`src/design/ifts_pkg.sv`:
```
// ifts_pkg: shared codes and constants for the IPv4 flow traffic statistics block.
// No dependencies.
`timescale 1ns / 1ps
package ifts_pkg;

    localparam logic [1:0] CMD_FRAME    = 2'd0;
    localparam logic [1:0] CMD_INTERVAL = 2'd1;
    localparam logic [1:0] CMD_REPORT   = 2'd2;

    localparam logic [15:0] IPV4_TYPE = 16'h0800;
    localparam logic [15:0] MIN_COUNT_RESET = 16'd10;

    localparam logic KIND_SUMMARY = 1'b0;
    localparam logic KIND_FLOW    = 1'b1;

    // x / 10 == (x * 52429) >> 19 for x below 43690
    localparam int          DIV10_SHIFT = 19;
    localparam logic [15:0] DIV10_MUL   = 16'd52429;

    localparam int IN_DATA_W  = 96;
    localparam int OUT_DATA_W = 264;

endpackage

```
`src/design/ifts_div10.sv`:
```
// ifts_div10: registered divide-by-ten through a reciprocal multiply.
// Depends on ifts_pkg.
`timescale 1ns / 1ps
module ifts_div10 #(
    parameter int XW = 17
) (
    input  logic          clk,
    input  logic [XW-1:0] x,
    output logic [XW-1:0] q
);
    import ifts_pkg::*;

    logic [XW+15:0] prod;
    logic [XW-1:0]  q_reg;

    assign prod = x * (XW + 16)'(DIV10_MUL);

    always_ff @(posedge clk)
    begin
        q_reg <= XW'(prod >> DIV10_SHIFT);
    end

    assign q = q_reg;

endmodule

```
`config.mk`:
```
export PLATFORM = sky130hd
export DESIGN_NAME = ifts_div10
export DESIGN_NICKNAME = d
export VERILOG_FILES = /design/src/design/ifts_pkg.sv /design/src/design/ifts_div10.sv
export SDC_FILE = /design/constraint.sdc
export NUM_CORES = 1
export LEC_CHECK = 0
export ABC_CLOCK_PERIOD_IN_PS = 6400
export BUFFER_PORTS_ARGS = -buffer_cell sky130_fd_sc_hd__buf_2
export CORE_MARGIN = 1.5
export CORE_UTILIZATION = 55
export DETAILED_ROUTE_END_ITERATION = 10
export GPL_TIMING_DRIVEN = 1
export PLACE_DENSITY = 0.7
export SYNTH_ARGS = -nofsm -noshare
export SYNTH_HDL_FRONTEND = slang
export SYNTH_SLANG_ARGS = --single-unit
```
`constraint.sdc`:
```
create_clock -name clk -period 6.4 [get_ports clk]
set_input_delay 0.96 -clock clk [delete_from_list [all_inputs] [get_ports clk]]
set_output_delay 0.96 -clock clk [all_outputs]
set_load 0.05 [all_outputs]
```
==> insert_results.sql <==
INSERT INTO impl_metrics (metric_group, metric, value, unit) VALUES
('status', 'run_status', 'completed', ''),
('routing', 'met3_layer_wire_length_in_the_routed_design', '310', 'um'),
('die', 'io_pins', '35', ''),
('die', 'chip_width', '101', 'um'),
('routing', 'drt-total-wl', '11.3', 'mm'),
('setup_path', 'crit_path_required_time', '6570', 'ps'),
('routing', 'ant_nets', '0', ''),
('routing', 'dr.pass1.iters', '5', ''),
('setup_path', 'start_kind', 'primary input', ''),
('yosys', 'synth_enable_flop_cells', '0', ''),
('timing', 'setup_slack', '521', 'ps'),
('timing', 'maxSlewHeadroom', '65.8', '%'),
('timing', 'fin_crit_sh', '91.9', '%'),
('yosys', 'yosys_most_used_dff', 'dfxtp_1', ''),
('setup_path', 'worst_setup_path_end_kind', 'flop', ''),
('grt', 'grt_first_pass_wirelength', '18.9', 'mm'),
('die', 'core', '9330', 'sq um'),
('timing', 'rsz0062_at_grt', 'false', ''),
('placed_design', 'numPortBuffers', '31', ''),
('yosys', 'async_flop_share', '0', '%'),
('clocking', 'cts.sink_count', '14', ''),
('routing', 'wl_met1', '4.85', 'mm'),
('routing', 'highest-signal-layer', 'met4', ''),
('setup_path', 'crit_arrival', '6050', 'ps'),
('clocking', 'tritoncts', 'built', ''),
('hold_path', 'min_path_type', 'in2reg', ''),
('placed_design', 'dp_hpwl', '10.4', 'mm'),
('die', 'fp.dieH', '101', 'um'),
('finish', 'area_growth_syn_to_layout', '6.47', '%'),
('yosys', 'yosys_warnings', '0', ''),
('timing', 'max_freq', '170', 'MHz'),
('yosys', 'synth_seq_cells', '14', ''),
('routing', 'drt-vias-per-instance', '5.37', ''),
('timing', 'finalHoldViolations', '0', ''),
('finish', 'finish.cell_count_without_fillers', '710', ''),
('finish', 'nNetsFinal', '822', ''),
('die', 'floorplan.initialDensity', '57.2', '%'),
('setup_path', 'critPathKind', 'in2reg', ''),
('routing', 'drt_drc_violations_left', '0', ''),
('timing', 'setup-violations-final', '0', ''),
('finish', 'share_of_layout_cells_above_drive_strength_1', '7.75', '%'),
('die', 'design.die.area', '10300', 'sq um'),
('yosys', 'syn_inst', '548', ''),
('yosys', 'synth_area', '5330', 'sq um'),
('clocking', 'cts_max_level', '1', ''),
('yosys', 'postSynthAreaPerCell', '9.73', 'sq um'),
('grt', 'gr-usage-all-layers', '24.0', '%'),
('yosys', 'seq_area_frac_synth', '5.25', '%'),
('finish', 'largest_register_ffs', '14', ''),
('timing', 'hold_slack', '1540', 'ps'),
('routing', 'met2_wirelength', '5.90', 'mm'),
('routing', 'route.detailed.wl_per_inst', '15.9', 'um'),
('routing', 'detailroute.via_count', '3810', ''),
('grt', 'globalRouteOverflowTotal', '0', ''),
('die', 'placementRows', '35', ''),
('grt', 'number_of_antenna_violations_at_the_first_check_in_global_routing', '0', ''),
('clocking', 'post_cts_resize_count', '0', ''),
('run', 'cap_violations', '0', ''),
('yosys', 'number_of_distinct_library_cells_after_synthesis', '50', ''),
('clocking', 'cts.clk_slew.worst_paths', '60', 'ps'),
('grt', 'grt_start_max_net_pins', '9', ''),
('placed_design', 'placement.setup.worst_slack', '325', 'ps'),
('finish', 'num_antenna_cells', '0', ''),
('timing', 'finalWorstPathRequiredPeriod', '5880', 'ps'),
('timing', 'slew_violations', '0', ''),
('placed_design', 'place.detailed.instances', '706', ''),
('clocking', 'cts-hold-fix-buffers', '0', ''),
('timing', 'worst-slew-pin-transition', '510', 'ps'),
('setup_path', 'maximum_net_fanout_on_the_critical_path', '6', ''),
('grt', 'first_global_vias', '3991', ''),
('clocking', 'postCtsSetupRepairBufs', '0', ''),
('timing', 'fin_setup_tns', '0', 'ps'),
('routing', 'drt_first_iter_violations', '97', ''),
('placed_design', 'gpl.final_weighted_congestion', '0.950', ''),
('clocking', 'numCtsBuffers', '3', ''),
('clocking', 'clk_root_buffer_cell', 'clkbuf_8', ''),
('clocking', 'cts_max_path_buffers', '2', '');
==> metrics by stage <==
stage	util, %	area [sq um]
global route	60.9	5680
global placement	60.3	5620
finish	60.9	5680
detailed placement	60.3	5620
CTS	60.9	5680
floorplan	-	5340
==> cell usage in the layout, fill, tap and decap left out, types with 4 or more instances in the layout <==
| cell | count |
|---|---|
| ha_1 | 135 |
| a21o_1 | 9 |
| dfxtp_1 | 14 |
| a21oi_1 | 14 |
| buf_2 | 31 |
| clkbuf_8 | 4 |
| inv_1 | 161 |
| o21a_1 | 6 |
| fa_1 | 87 |
| nor4_1 | 4 |
| xor2_1 | 8 |
| nand3_1 | 8 |
| o21ai_0 | 13 |
| nand2_1 | 14 |
| nor3_1 | 4 |
| xnor2_1 | 11 |
| nor2_1 | 6 |
==> layout make-up <==
class / count / area, sq um
Multi-Input combinational cell: 371 / 4420
Fill cell: 781 / 3650
Inverter: 161 / 604
Sequential cell: 14 / 280
Tap cell: 129 / 161
Timing Repair Buffer: 31 / 155
Clock buffer: 4 / 55.1
==> logic make-up (layout without fill, tap and decap cells) <==
| family | Yosys count | count (layout) | share of synthesized area [%] |
|---|---|---|---|
| compound gates | 70 | 70 | 9.48 |
| xor+xnor | 19 | 19 | 3.12 |
| fa+ha+maj | 222 | 222 | 64.3 |
| buf+inv | 165 | 196 | 12.0 |
| flops | 14 | 14 | 5.25 |
| other cells | 1 | 3 | 0.0703 |
| simple gates | 57 | 57 | 5.79 |
==> layer usage <==
metal	up-vias	global-route usage [%]
met5	-	0
met4	0	5.56
met3	16	2.14
met2	73	42.5
met1	1893	31.9
li1	1828	-
==> worst paths after layout <==
path	start	endpoint	slack, ps	cells after the start
worst max-delay path	x[8]	q[6]	520	19
worst min-delay path	x[15]	q[13]	1540	5
==> critical path: stages <==
cell and delay, ps:
buf_2 160, ha_1 360, inv_1 130, fa_1 510
inv_1 50, fa_1 470, fa_1 500, inv_1 60
fa_1 530, inv_1 50, fa_1 480, ha_1 380
nand4_1 170, nor3_1 80, a32oi_1 190, nand2_1 110
a311o_2 460, a31oi_1 260, xnor2_1 140
==> Yosys cell counts, types with 6 or more instances <==
| library cell | instances | area (sq um) |
|---|---|---|
| inv_1 | 161 | 604 |
| ha_1 | 135 | 1690 |
| fa_1 | 87 | 1740 |
| a21oi_1 | 14 | 70.1 |
| dfxtp_1 | 14 | 280 |
| nand2_1 | 14 | 52.6 |
| o21ai_0 | 13 | 65.1 |
| xnor2_1 | 11 | 96.3 |
| a21o_1 | 9 | 67.6 |
| nand3_1 | 8 | 40.0 |
| xor2_1 | 8 | 70.1 |
| nor2_1 | 6 | 22.5 |
| o21a_1 | 6 | 45.0 |
Power is not shown: default switching activity piles up to over one toggle a cycle in this logic, so the estimate is an artifact.
