`config.mk`:
```
export PLATFORM = sky130hd
export DESIGN_NAME = ifts_ram
export DESIGN_NICKNAME = d
export VERILOG_FILES = /design/src/design/ifts_ram.sv
export SDC_FILE = /design/constraint.sdc
export NUM_CORES = 1
export LEC_CHECK = 0
export BUFFER_PORTS_ARGS = -buffer_cell sky130_fd_sc_hd__buf_2
export CELL_PAD_IN_SITES_DETAIL_PLACEMENT = 1
export CELL_PAD_IN_SITES_GLOBAL_PLACEMENT = 2
export CORE_ASPECT_RATIO = 1.5
export CORE_MARGIN = 4
export CORE_UTILIZATION = 53
export DETAILED_ROUTE_END_ITERATION = 8
export PLACE_DENSITY_LB_ADDON = 0.1
export SETUP_SLACK_MARGIN = 0.15
export SLEW_MARGIN = 5
export SYNTH_ARGS = -nofsm -noshare
export SYNTH_HDL_FRONTEND = slang
export SYNTH_SLANG_ARGS = --single-unit
```
`constraint.sdc`:
```
create_clock -name clk -period 9.7 [get_ports clk]
set_clock_uncertainty 0.15 [all_clocks]
set_input_delay 1.94 -clock clk [delete_from_list [all_inputs] [get_ports clk]]
set_output_delay 1.94 -clock clk [all_outputs]
set_load 0.005 [all_outputs]
```
`src/design/ifts_ram.sv`:
```
// ifts_ram: simple dual-port memory, one write and one registered read per cycle.
// No dependencies.
`timescale 1ns / 1ps
module ifts_ram #(
    parameter int DEPTH = 16,
    parameter int WIDTH = 32,
    parameter int AW    = (DEPTH > 1) ? $clog2(DEPTH) : 1
) (
    input  logic             clk,
    input  logic             we,
    input  logic [AW-1:0]    waddr,
    input  logic [WIDTH-1:0] wdata,
    input  logic [AW-1:0]    raddr,
    output logic [WIDTH-1:0] rdata
);

    logic [WIDTH-1:0] mem [DEPTH];
    logic [WIDTH-1:0] rdata_reg;

    always_ff @(posedge clk)
    begin
        if (we)
        begin
            mem[waddr] <= wdata;
        end
        rdata_reg <= mem[raddr];
    end

    assign rdata = rdata_reg;

endmodule

```
==> results of run 1 <==
-- through the flow --
stage	std cells	utilization	cell area [µm²]	power (mW)
after floorplan	838	-	19900	2.82
after global placement	1374	0.567	20900	2.91
after detailed placement	1374	0.567	20900	2.92
after CTS	1460	0.607	22400	4.75
after global routing	1460	0.607	22400	4.87
final	1460	0.607	22400	4.70
-- final timing paths --
path / cells after the start / endpoint / slack, ps
setup / recovery: 5 / rdata[27]$_DFF_P_ / 5310
hold / removal: 3 / rdata[31]$_DFF_P_ / 530
setup reg to reg: 3 / rdata[21]$_DFF_P_ / 8230
hold reg to reg: 3 / rdata[31]$_DFF_P_ / 530
-- layout by cell type, fill, tap and decap left out, types with 2 or more instances in the layout --
cell	netlist	final
sky130_fd_sc_hd__clkbuf_16	0	49
sky130_fd_sc_hd__nand2b_1	2	2
sky130_fd_sc_hd__dfxtp_1	32	32
sky130_fd_sc_hd__buf_4	11	23
sky130_fd_sc_hd__buf_2	4	71
sky130_fd_sc_hd__a22oi_1	64	64
sky130_fd_sc_hd__clkbuf_1	17	20
sky130_fd_sc_hd__mux4_2	128	128
sky130_fd_sc_hd__clkinv_2	0	8
sky130_fd_sc_hd__nor3_2	0	4
sky130_fd_sc_hd__edfxtp_1	512	512
sky130_fd_sc_hd__nand3b_1	2	2
sky130_fd_sc_hd__bufinv_16	0	3
sky130_fd_sc_hd__clkbuf_8	0	5
sky130_fd_sc_hd__nor2_4	0	13
sky130_fd_sc_hd__nor2b_4	0	2
sky130_fd_sc_hd__nand2_1	33	33
-- kinds of logic after synthesis --
family / share of synthesized area
buffers and inverters: 0.0112
AO/OA/AOI/OAI: 0.0242
multiplexers: 0.145
flip-flops: 0.807
AND/OR/NAND/NOR: 0.0127
-- power groups by stage --
stage               registers [mW]  clock network [mW]  logic, mW
finish                        2.64                1.83      0.224
global route                  2.65                1.98      0.244
CTS                           2.64                1.87      0.229
detailed placement            2.69                   0      0.227
global placement              2.69                   0      0.218
floorplan                     2.69                   0      0.126
-- layout make-up --
class | count | area (µm²) | area share
well taps | 484 | 606 | 0.0270
clock buffers | 73 | 1360 | 0.0605
multi-input cells | 251 | 3750 | 0.167
clock inverters | 13 | 141 | 0.00631
repair buffers | 95 | 542 | 0.0242
flip-flops and latches | 544 | 16000 | 0.715
-- per-layer routing --
layer	up-vias	routed length [µm]	GRT usage	share of wire
met3	52	3110	0.0445	0.069
li1	3759	-	-	-
met2	300	23000	0.375	0.51
met4	2	791	0.0507	0.018
met1	4861	17900	0.313	0.40
met5	-	13	0	0.00029
-- critical path: stages --
cell	delay, ps
sky130_fd_sc_hd__clkbuf_8	670
sky130_fd_sc_hd__buf_4	1010
sky130_fd_sc_hd__mux4_2	620
sky130_fd_sc_hd__a22oi_1	250
sky130_fd_sc_hd__nand2_1	90
==> results.md, run 1 <==
- The clock share of power is 0.390.
- The netlist uses 18 different library cells.
- The register with the most flip-flops in the layout has between 500 and 600 of them.
- The detail-routed net length per standard cell is 30.7 µm.
- The analysis attributes to net switching a power of 0.940 mW.
- Tracing the worst setup path back leads to its startpoint at raddr[0].
- The max capacitance violation total is 0.
- The chip height is 245 µm.
- The via count of the first global-routing pass came to between 10,000 and 15,000.
- The area enclosed by the die boundary is 40,700 µm².
- The min-delay analysis places its worst path in the category reg -> reg.
- In the synthesized netlist, the cells that appear most often are 512 x sky130_fd_sc_hd__edfxtp_1, 128 x sky130_fd_sc_hd__mux4_2, 64 x sky130_fd_sc_hd__a22oi_1.
- The total overflow left after global routing is 0.
- After routing, the total negative slack on setup checks comes to 0 ps.
- Of the available clock period, the critical path in the final layout requires 0.453.
- The start of the worst register-to-register path is mem[3][21]$_DFFE_PP_.
- The nature of the critical path startpoint is a primary input.
- The core region is 36,900 µm².
- The count of inserted antenna diode cells is 0.
- The launch instance of the worst min-delay path is mem[12][31]$_DFFE_PP_.
- After legalization and detailed placement, the total HPWL measured 21.7 mm.
- Post-CTS repair changed the size of 0 cells.
- For this design the top-level I/O count stands at between 70 and 80.
- The total nets after synthesis is between 800 and 900.
- The x dimension of the die is 166 µm.
- The maximum root-to-sink buffer count is 3.
- The initialized floorplan defines 86 standard-cell rows.
- Clock-pin slew was measured on the worst setup and hold paths at approximately 60 ps.
- During synthesis, Yosys emitted a total of 0 warnings.
- The portion of synthesized cell area occupied by the leading cell type is 0.774.
- The number of hold violations in the final report is 0.
- Setup violations remaining at the end of the flow were counted as 0.
- The instance count of the mapped netlist is roughly 840.
- The count of nets left with antenna violations after detail routing is 0.
- The clock tree root driver cell is sky130_fd_sc_hd__clkbuf_16.
- Of the total power, the share spent switching nets is 0.200.
- The clock tree from TritonCTS is built.
- The critical setup path kind is in -> reg.
- The post-CTS repair timing setup buffer count is 0.
- In the routed design, unresolved DRC markers number 0.
- The pin count of the biggest net entering global routing is 74.
- The detailed router finished its first iteration with 857 violations.
- The internal power of the cells totals 3.76 mW.
- Once routing completed, OpenROAD measured the worst setup slack at between 5000 and 6000 ps.
- The via density per instance is 6.15.
- STA classifies the critical path endpoint as a flop.
- The largest total area in the synthesized netlist belongs to sky130_fd_sc_hd__edfxtp_1.
- The H-tree was split into 2 levels.
- The pre-CTS setup slack is 4670 ps.
- For this design the static power due to leakage is 7.17 nW.
- The data required time of the critical path is 9980 ps.
- The most frequent cell after synthesis is sky130_fd_sc_hd__edfxtp_1.
- The primary flip-flop cell chosen by synthesis mapping is sky130_fd_sc_hd__edfxtp_1.
- The clock reaches the later pin of the worst-skew pair after 560 ps.
- The count of filler cells inserted in the layout is a little under 3,000.
- The headroom to the max-slew limit is 0.226.
- The highest fanout seen on the critical path is 73.
- In this run, synthesis produced a sequential element count of roughly 540.
- Of the total power, registers draw 0.562.
- The initial utilization of the core area, before any placement, comes to 0.538.
- In the post-synthesis netlist, the biggest area contributors are sky130_fd_sc_hd__edfxtp_1 77%, sky130_fd_sc_hd__mux4_2 15%, sky130_fd_sc_hd__dfxtp_1 3.2%.
- In the final layout, the share of cells above drive strength 1 is 0.316.
- Across all layers, the routed design uses about 9,000 vias.
- The synthesized netlist occupies a cell area of 19,900 µm².
- The final layout net count is between 900 and 1,000.
- Counting flops with a built-in enable in the synthesized netlist gives 512.
- The iteration count of the initial detailed-routing pass is 5.
- In the global route stage, overall resource usage came out at 0.224.
- Final hold analysis gives a worst-case slack of between 500 and 600 ps.
- The number of buffers inserted by port buffering is 73.
- The combinational power share is 0.048.
- After synthesis, the share of flip-flops with an asynchronous set or reset is 0.
- Data arrives at the worst endpoint at 4680 ps.
- The run finished with clean final reports.
- Counting the buffers created by CTS gives 48.
- The initial antenna violation count is 2.
- Dividing total power by cell area gives a power density of roughly 210 nW/µm².
- The total clock sinks is 544.
- Setup repair after global routing left no endpoint under its margin.
- Routability-driven placement finished with a final weighted congestion of 0.707.
- The slew at the pin with the worst max-slew slack is 1160 ps.
- After synthesis, the mean cell area works out to 23.7 µm².
- For this run, the top clock speed supported by timing is 228 MHz.
- The wire length of the first global-routing pass is 66.2 mm.
- The number of buffers inserted for hold repair after clock tree synthesis is 0.
- The max-slew violation count is 0.
- The minimum clock period after layout is 4390 ps.
- IR analysis of the VDD net gives a maximum drop of 0.168 mV.
- The fraction of the yosys area taken by sequential cells is 0.807.
- Compared with the post-synthesis result, the final layout area differs by 12.9%.
- The final routed wirelength across all metal layers is 44.9 mm.
(Power assumes the default switching activity.)
==> run 2, diff against run 1 <==
- CORE_UTILIZATION: 53 -> 49
- clock period: 9.7 -> 4.6 ns (I/O delays scaled with it)
==> results.md, run 2 (synthesis gave the netlist of run 1 again) <==
- The power per cell area came to 452 nW/µm² (was 210 nW/µm²).
- The number of hold violations in the final report is 0 (unchanged).
- The number of gates resized after CTS is 0 (unchanged).
- The fmax is 409 MHz.
- The highest-delay cell along the critical path was sky130_fd_sc_hd__buf_4 (unchanged).
- The combinational power share came to 0.046 (was 0.048).
- The net switching component of the power is 2.04 mW (was 0.940 mW).
- The ratio of cells with drive above 1 in the final layout is 0.330 (was 0.316).
- The data required time of the critical path is 4880 ps (was 9980 ps).
- The remaining design rule violation count is 0 (unchanged).
- The I/O pin count is 74 (unchanged).
- The signed area change from the synthesized netlist to the final layout came to 14.5% (was 12.9%).
- The TritonCTS buffer count is 50 (was 48).
- The chip height is 255 µm (was 245 µm).
- The max capacitance violation total is 0 (unchanged).
- The part of the power in registers was 0.543 (was 0.562).
- The nature of the critical path startpoint is a primary input (unchanged).
- The sum of negative setup slack is 0 ps (unchanged).
- The most common library cell in the layout ignoring fill and taps is sky130_fd_sc_hd__edfxtp_1 (unchanged).
- The iteration count of the initial detailed-routing pass came to 5 (unchanged).
- The clock tree root driver cell is sky130_fd_sc_hd__clkbuf_16 (unchanged).
- The initial antenna violation count is 2 (unchanged).
- The clock-pin slew reported for the worst setup and hold paths after clock tree synthesis is 60 ps (about the same).
- The area inside the core boundary is 40,100 µm² (was 36,900 µm²).
- The arrival time at the worst endpoint is 2730 ps (was 4680 ps).
- The headroom to the max-slew limit came to 0.271 (was 0.226).
- The maximum VDD drop is 0.360 mV (was 0.168 mV).
- The effective utilization at floorplan is 0.495 (was 0.538).
- Setup repair after global routing missed its margin: no (unchanged).
- The global placer's final weighted congestion is 0.712 (was 0.707).
- The clock share of power is 0.411 (was 0.390).
- The final cycle utilization of the critical path is 0.531.
- The critical setup path kind was in -> reg (unchanged).
- The type of the tightest min-delay check is reg -> reg (unchanged).
- The overall routing resource usage is 0.207 (was 0.224).
- The leakage power total came to 7.32 nW (was 7.17 nW).
- The final routed wirelength across all metal layers is 43.7 mm (was 44.9 mm).
- The maximum level of the CTS H-tree is 2 (unchanged).
- The final layout net count is 990 (was 982).
- The switching share of power is 0.198 (was 0.200).
- The count of nets left with antenna violations after detail routing is 0 (unchanged).
- The clock insertion delay at the later pin of the skew report is 570 ps (was 560 ps).
- The number of buffers inserted by port buffering was 73 (unchanged).
- The type of element capturing the critical path is a flop (unchanged).
- Result of the run: complete, no violations (unchanged).
- The remaining global-route overflow came to 0 (unchanged).
- The pin count of the biggest net entering global routing was 45 (was 74).
- The flip-flop count of the largest register, all copies and words added is 512 (unchanged).
- The start of the worst register-to-register path is mem[10][18]$_DFFE_PP_ (was mem[3][21]$_DFFE_PP_).
- The wire length of the first global-routing pass came to 65.6 mm (was 66.2 mm).
- The delay of the slowest cell on the worst path is 550 ps (was 1010 ps).
- The placed wire-length estimate after detailed placement is 22.7 mm (was 21.7 mm).
- The cell-internal power is 8.23 mW (was 3.76 mW).
- The minimum clock period after layout is 2440 ps.
- The total of endpoints with negative setup slack in the final report is 0 (unchanged).
- The post-CTS repair timing setup buffer count is 0 (unchanged).
- The maximum root-to-sink buffer count is 3 (unchanged).
- The max-slew violation count was 0 (unchanged).
- Cell-by-cell listing of the critical path: buf_4 -> buf_4 -> mux4_2 -> a22oi_1 -> nand2_1 (was clkbuf_8 -> buf_4 -> mux4_2 -> a22oi_1 -> nand2_1).
- The number of buffers inserted for hold repair after clock tree synthesis is 0 (unchanged).
- The slew at the pin with the worst max-slew slack came to 1090 ps (was 1160 ps).
- The via count of the first global-routing pass was 10,047 (was 10,008).
- The combined buffer and inverter count along the critical path was 2 (unchanged).
- The worst setup path startpoint is raddr[1] (was raddr[0]).
- The via density per instance was 5.97 (was 6.15).
- The area enclosed by the die boundary was 43,900 µm² (was 40,700 µm²).
- The violation count after the first detailed-routing iteration was 875 (was 857).
- The row count is 90 (was 86).
- The via count is 8,922 (was 8,974).
- The launch instance of the worst min-delay path was mem[7][28]$_DFFE_PP_ (was mem[12][31]$_DFFE_PP_).
- The clock tree from TritonCTS is built (unchanged).
- The detail-routed net length per standard cell is 29.2 µm (was 30.7 µm).
- The final design utilization came to 0.567 (was 0.607).
- The total clock sinks is 544 (unchanged).
- The highest fanout seen on the critical path is 44 (was 73).
- Leading cell types in the layout, fill and taps excluded: 512 x sky130_fd_sc_hd__edfxtp_1, 128 x sky130_fd_sc_hd__mux4_2, 71 x sky130_fd_sc_hd__buf_2 (unchanged).
- The overall power of the completed layout was 10.3 mW (was 4.70 mW).
- The x dimension of the die was 172 µm (was 166 µm).
- The most numerous cell type found on the critical path is sky130_fd_sc_hd__buf_4.
- The largest delay contributor family on the critical path is buffers and inverters (unchanged).
## run 2: routing by layer
metal,track usage,share of wire
met1,0.284,0.41
met2,0.354,0.53
met3,0.0276,0.040
met4,0.0524,0.022
met5,0,0.00027
## run 2: power by group through the flow
stage          Sequential, mW  Combinational [mW]  Clock (mW)
3_5_place_dp             5.68               0.488           0
2_1_floorplan            5.67               0.266           0
6_report                 5.58               0.476        4.22
5_1_grt                  5.58               0.521        4.53
4_1_cts                  5.58               0.489        4.33
3_3_place_gp             5.67               0.471           0
## run 2: tightest hold or removal path: stages (launching register included)
cell and delay [ps]:
sky130_fd_sc_hd__edfxtp_1 320, sky130_fd_sc_hd__mux4_2 220, sky130_fd_sc_hd__a22oi_1 60, sky130_fd_sc_hd__nand2_1 60
## run 2: area by class of cell
type / count / area [µm²]
antenna: 1 / 2.50
clock buffer: 74 / 1520
clock inverter: 17 / 185
fill: 3313 / 17400
multi-input combinational: 251 / 3750
sequential: 544 / 16000
tap: 506 / 633
timing repair buffer: 101 / 624
## run 2: path summary, 6_finish.rpt
kind              slack (ps)  depth (start not counted)           endpoint
setup / recovery        2160                          5  rdata[10]$_DFF_P_
hold / removal           530                          3  rdata[28]$_DFF_P_
setup reg to reg        3110                          3  rdata[18]$_DFF_P_
hold reg to reg          530                          3  rdata[28]$_DFF_P_
## run 2: stage by stage
| stage | hold WS [ps] | worst slack, ps | std cells | instance area, µm² |
|---|---|---|---|---|
| after detailed placement | 517 | 1480 | 1402 | 21000 |
| after floorplan | 485 | 350 | 838 | 19900 |
| after global placement | 500 | 1500 | 1402 | 21000 |
| final | 527 | 2160 | 1494 | 22700 |
| after CTS | 531 | 2090 | 1493 | 22700 |
| after global routing | 549 | 2000 | 1493 | 22700 |
==> run 3, diff against run 2 <==
- CORE_UTILIZATION: 49 -> 45
- clock period: 4.6 -> 2.1 ns (I/O delays scaled with it)
==> results.md, run 3 (synthesis gave the netlist of run 1 again) <==
- The highest fanout seen on the critical path is 1 (was 44).
- The I/O pin count came to 74 (unchanged).
- The type of element capturing the critical path is an output pin (was flop).
- The power per cell area is 977 nW/µm² (was 452 nW/µm²).
- The routed design could run at a clock period as short as 1650 ps.
- The switching share of power is 0.195 (was 0.198).
- The chip height is 265 µm (was 255 µm).
- The maximum VDD drop is 0.580 mV (was 0.360 mV).
- The part of the power in registers is 0.529 (was 0.543).
- The maximum root-to-sink buffer count is 3 (unchanged).
- The effective utilization at floorplan is 0.454 (was 0.495).
- The delay of the slowest cell on the worst path is 380 ps (was 550 ps).
- The largest delay contributor family on the critical path is flip-flops (was buffers and inverters).
- Cell-by-cell listing of the critical path: buf_2 (was buf_4 -> buf_4 -> mux4_2 -> a22oi_1 -> nand2_1).
- The x dimension of the die is 180 µm (was 172 µm).
- The TritonCTS buffer count is 50 (unchanged).
- The most common library cell in the layout ignoring fill and taps is sky130_fd_sc_hd__edfxtp_1 (unchanged).
- The remaining global-route overflow is 0 (unchanged).
- The wire length of the first global-routing pass is 67.3 mm (was 65.6 mm).
- The max capacitance violation total is 0 (unchanged).
- The number of buffers inserted by port buffering was 73 (unchanged).
- The combinational power share was 0.050 (was 0.046).
- The iteration count of the initial detailed-routing pass came to 5 (unchanged).
- Setup repair after global routing missed its margin: no (unchanged).
- Of the available clock period, the critical path in the final layout requires 0.787.
- The data required time of the critical path is 1530 ps (was 4880 ps).
- The arrival time at the worst endpoint was 1080 ps (was 2730 ps).
- The number of hold violations in the final report is 0 (unchanged).
- The via count of the first global-routing pass is 10,305 (was 10,047).
- The detail-routed net length per standard cell came to 28.1 µm (was 29.2 µm).
- The via count is 9,078 (was 8,922).
- The number of gates resized after CTS is 0 (unchanged).
- The count of filler cells inserted in the layout came to 3,801 (was 3,313).
- The nature of the critical path startpoint is a flop (was primary input).
- The remaining design rule violation count is 0 (unchanged).
- The instance area at placement is 21,800 µm² (was 21,000 µm²).
- The initial antenna violation count came to 2 (unchanged).
- The clock insertion delay at the later pin of the skew report is 580 ps (was 570 ps).
- The headroom to the max-slew limit was 0.685 (was 0.271).
- Leading cell types in the layout, fill and taps excluded: 512 x sky130_fd_sc_hd__edfxtp_1, 128 x sky130_fd_sc_hd__mux4_2, 71 x sky130_fd_sc_hd__buf_2 (unchanged).
- The clock share of power is 0.421 (was 0.411).
- The total clock sinks was 544 (unchanged).
- Result of the run: complete, no violations (unchanged).
- The clock tree from TritonCTS is built (unchanged).
- The clock-pin slew reported for the worst setup and hold paths after clock tree synthesis is 60 ps (about the same).
- The final routed wirelength across all metal layers is 44.8 mm (was 43.7 mm).
- The post-CTS repair timing setup buffer count is 0 (unchanged).
- The slew at the pin with the worst max-slew slack is 473 ps (was 1090 ps).
- The flip-flop count of the largest register, all copies and words added is 512 (unchanged).
- The placed wire-length estimate after detailed placement is 24.3 mm (was 22.7 mm).
- The critical setup path kind is reg -> out (was in -> reg).
- The signed area change from the synthesized netlist to the final layout is 18.9% (was 14.5%).
- The overall routing resource usage was 0.191 (was 0.207).
- The slack of the worst reg-to-reg path is 640 ps (was 3110 ps).
- The area enclosed by the die boundary was 47,600 µm² (was 43,900 µm²).
- The highest-delay cell along the critical path is sky130_fd_sc_hd__dfxtp_1 (was sky130_fd_sc_hd__buf_4).
- The combined buffer and inverter count along the critical path is 1 (was 2).
- The total of endpoints with negative setup slack in the final report came to 0 (unchanged).
- The ratio of cells with drive above 1 in the final layout is 0.344 (was 0.330).
- The final instance area is 23,600 µm² (was 22,700 µm²).
- The leakage power total came to 7.62 nW (was 7.32 nW).
- The count of inserted antenna diode cells came to 0 (was 1).
- The via density per instance was 5.70 (was 5.97).
- The row count is 94 (was 90).
- The type of the tightest min-delay check is in -> reg (was reg -> reg).
- The max-slew violation count is 0 (unchanged).
- The violation count after the first detailed-routing iteration is 781 (was 875).
- The global placer's final weighted congestion was 0.704 (was 0.712).
- The cell-internal power was 18.6 mW (was 8.23 mW).
- The net switching component of the power is 4.51 mW (was 2.04 mW).
- The count of nets left with antenna violations after detail routing was 0 (unchanged).
- The clock tree root driver cell was sky130_fd_sc_hd__clkbuf_16 (unchanged).
- The area inside the core boundary is 43,800 µm² (was 40,100 µm²).
- The pin count of the biggest net entering global routing was 54 (was 45).
- The overall power of the completed layout was 23.1 mW (was 10.3 mW).
- The final layout net count was 1,016 (was 990).
- The fmax is 605 MHz.
- The number of buffers inserted for hold repair after clock tree synthesis is 0 (unchanged).
- The maximum level of the CTS H-tree came to 2 (unchanged).
==> run 3: changes by cell type in the layout (fill, tap and decap cells not counted), moves of 2 or more <==
cell / change
sky130_fd_sc_hd__nor3_4: +4
sky130_fd_sc_hd__clkbuf_8: -9
sky130_fd_sc_hd__buf_4: -13
sky130_fd_sc_hd__clkinvlp_4: -2
sky130_fd_sc_hd__buf_12: +39
sky130_fd_sc_hd__nor3_2: -4
sky130_fd_sc_hd__clkinv_1: +4
sky130_fd_sc_hd__bufinv_16: +6
sky130_fd_sc_hd__clkbuf_1: +3
==> run 3: through the flow <==
step	TNS (ps)	util	std cells	hold slack, ps	worst slack [ps]
floorplan	-13090	-	838	369	-179
global placement	0	0.499	1498	496	52.7
CTS	0	0.540	1592	40.5	413
global route	0	0.540	1592	48.5	411
finish	0	0.540	1592	63.9	447
detailed placement	0	0.499	1498	513	9.92
==> run 3: power groups by stage <==
| stage | Sequential [mW] | Clock [mW] | Combinational [mW] |
|---|---|---|---|
| 6_report | 12.2 | 9.70 | 1.15 |
| 5_1_grt | 12.2 | 10.4 | 1.25 |
| 4_1_cts | 12.2 | 9.92 | 1.18 |
| 3_5_place_dp | 12.4 | 0 | 1.17 |
| 3_3_place_gp | 12.4 | 0 | 1.13 |
| 2_1_floorplan | 12.4 | 0 | 0.600 |
==> run 3: metal layers <==
metal  vias to the layer above  GRT usage  part of all wire  wire length (µm)
li1                       3852          -                 -                 -
met1                      4958      0.259              0.42             18700
met2                       196      0.327              0.52             23300
met3                        68     0.0313             0.039              1760
met4                         4     0.0501             0.023              1050
met5                         -          0           0.00076                34
==> run 3: final timing paths <==
kind / start / to / depth (start not counted)
setup reg to reg: mem[3][8]$_DFFE_PP_ / rdata[8]$_DFF_P_ / 3
hold reg to reg: mem[14][21]$_DFFE_PP_ / rdata[21]$_DFF_P_ / 3
setup / recovery: rdata[19]$_DFF_P_ / rdata[19] / 1
hold / removal: wdata[12] / mem[1][12]$_DFFE_PP_ / 1
==> run 3: area by class of cell <==
| type | instances | area (µm²) | share of cell area |
|---|---|---|---|
| tap | 576 | 721 | 0.0305 |
| clock buffer | 68 | 1400 | 0.0594 |
| clock inverter | 26 | 374 | 0.0158 |
| sequential | 544 | 16000 | 0.678 |
| multi-input combinational | 251 | 3790 | 0.160 |
| timing repair buffer | 127 | 1310 | 0.0554 |
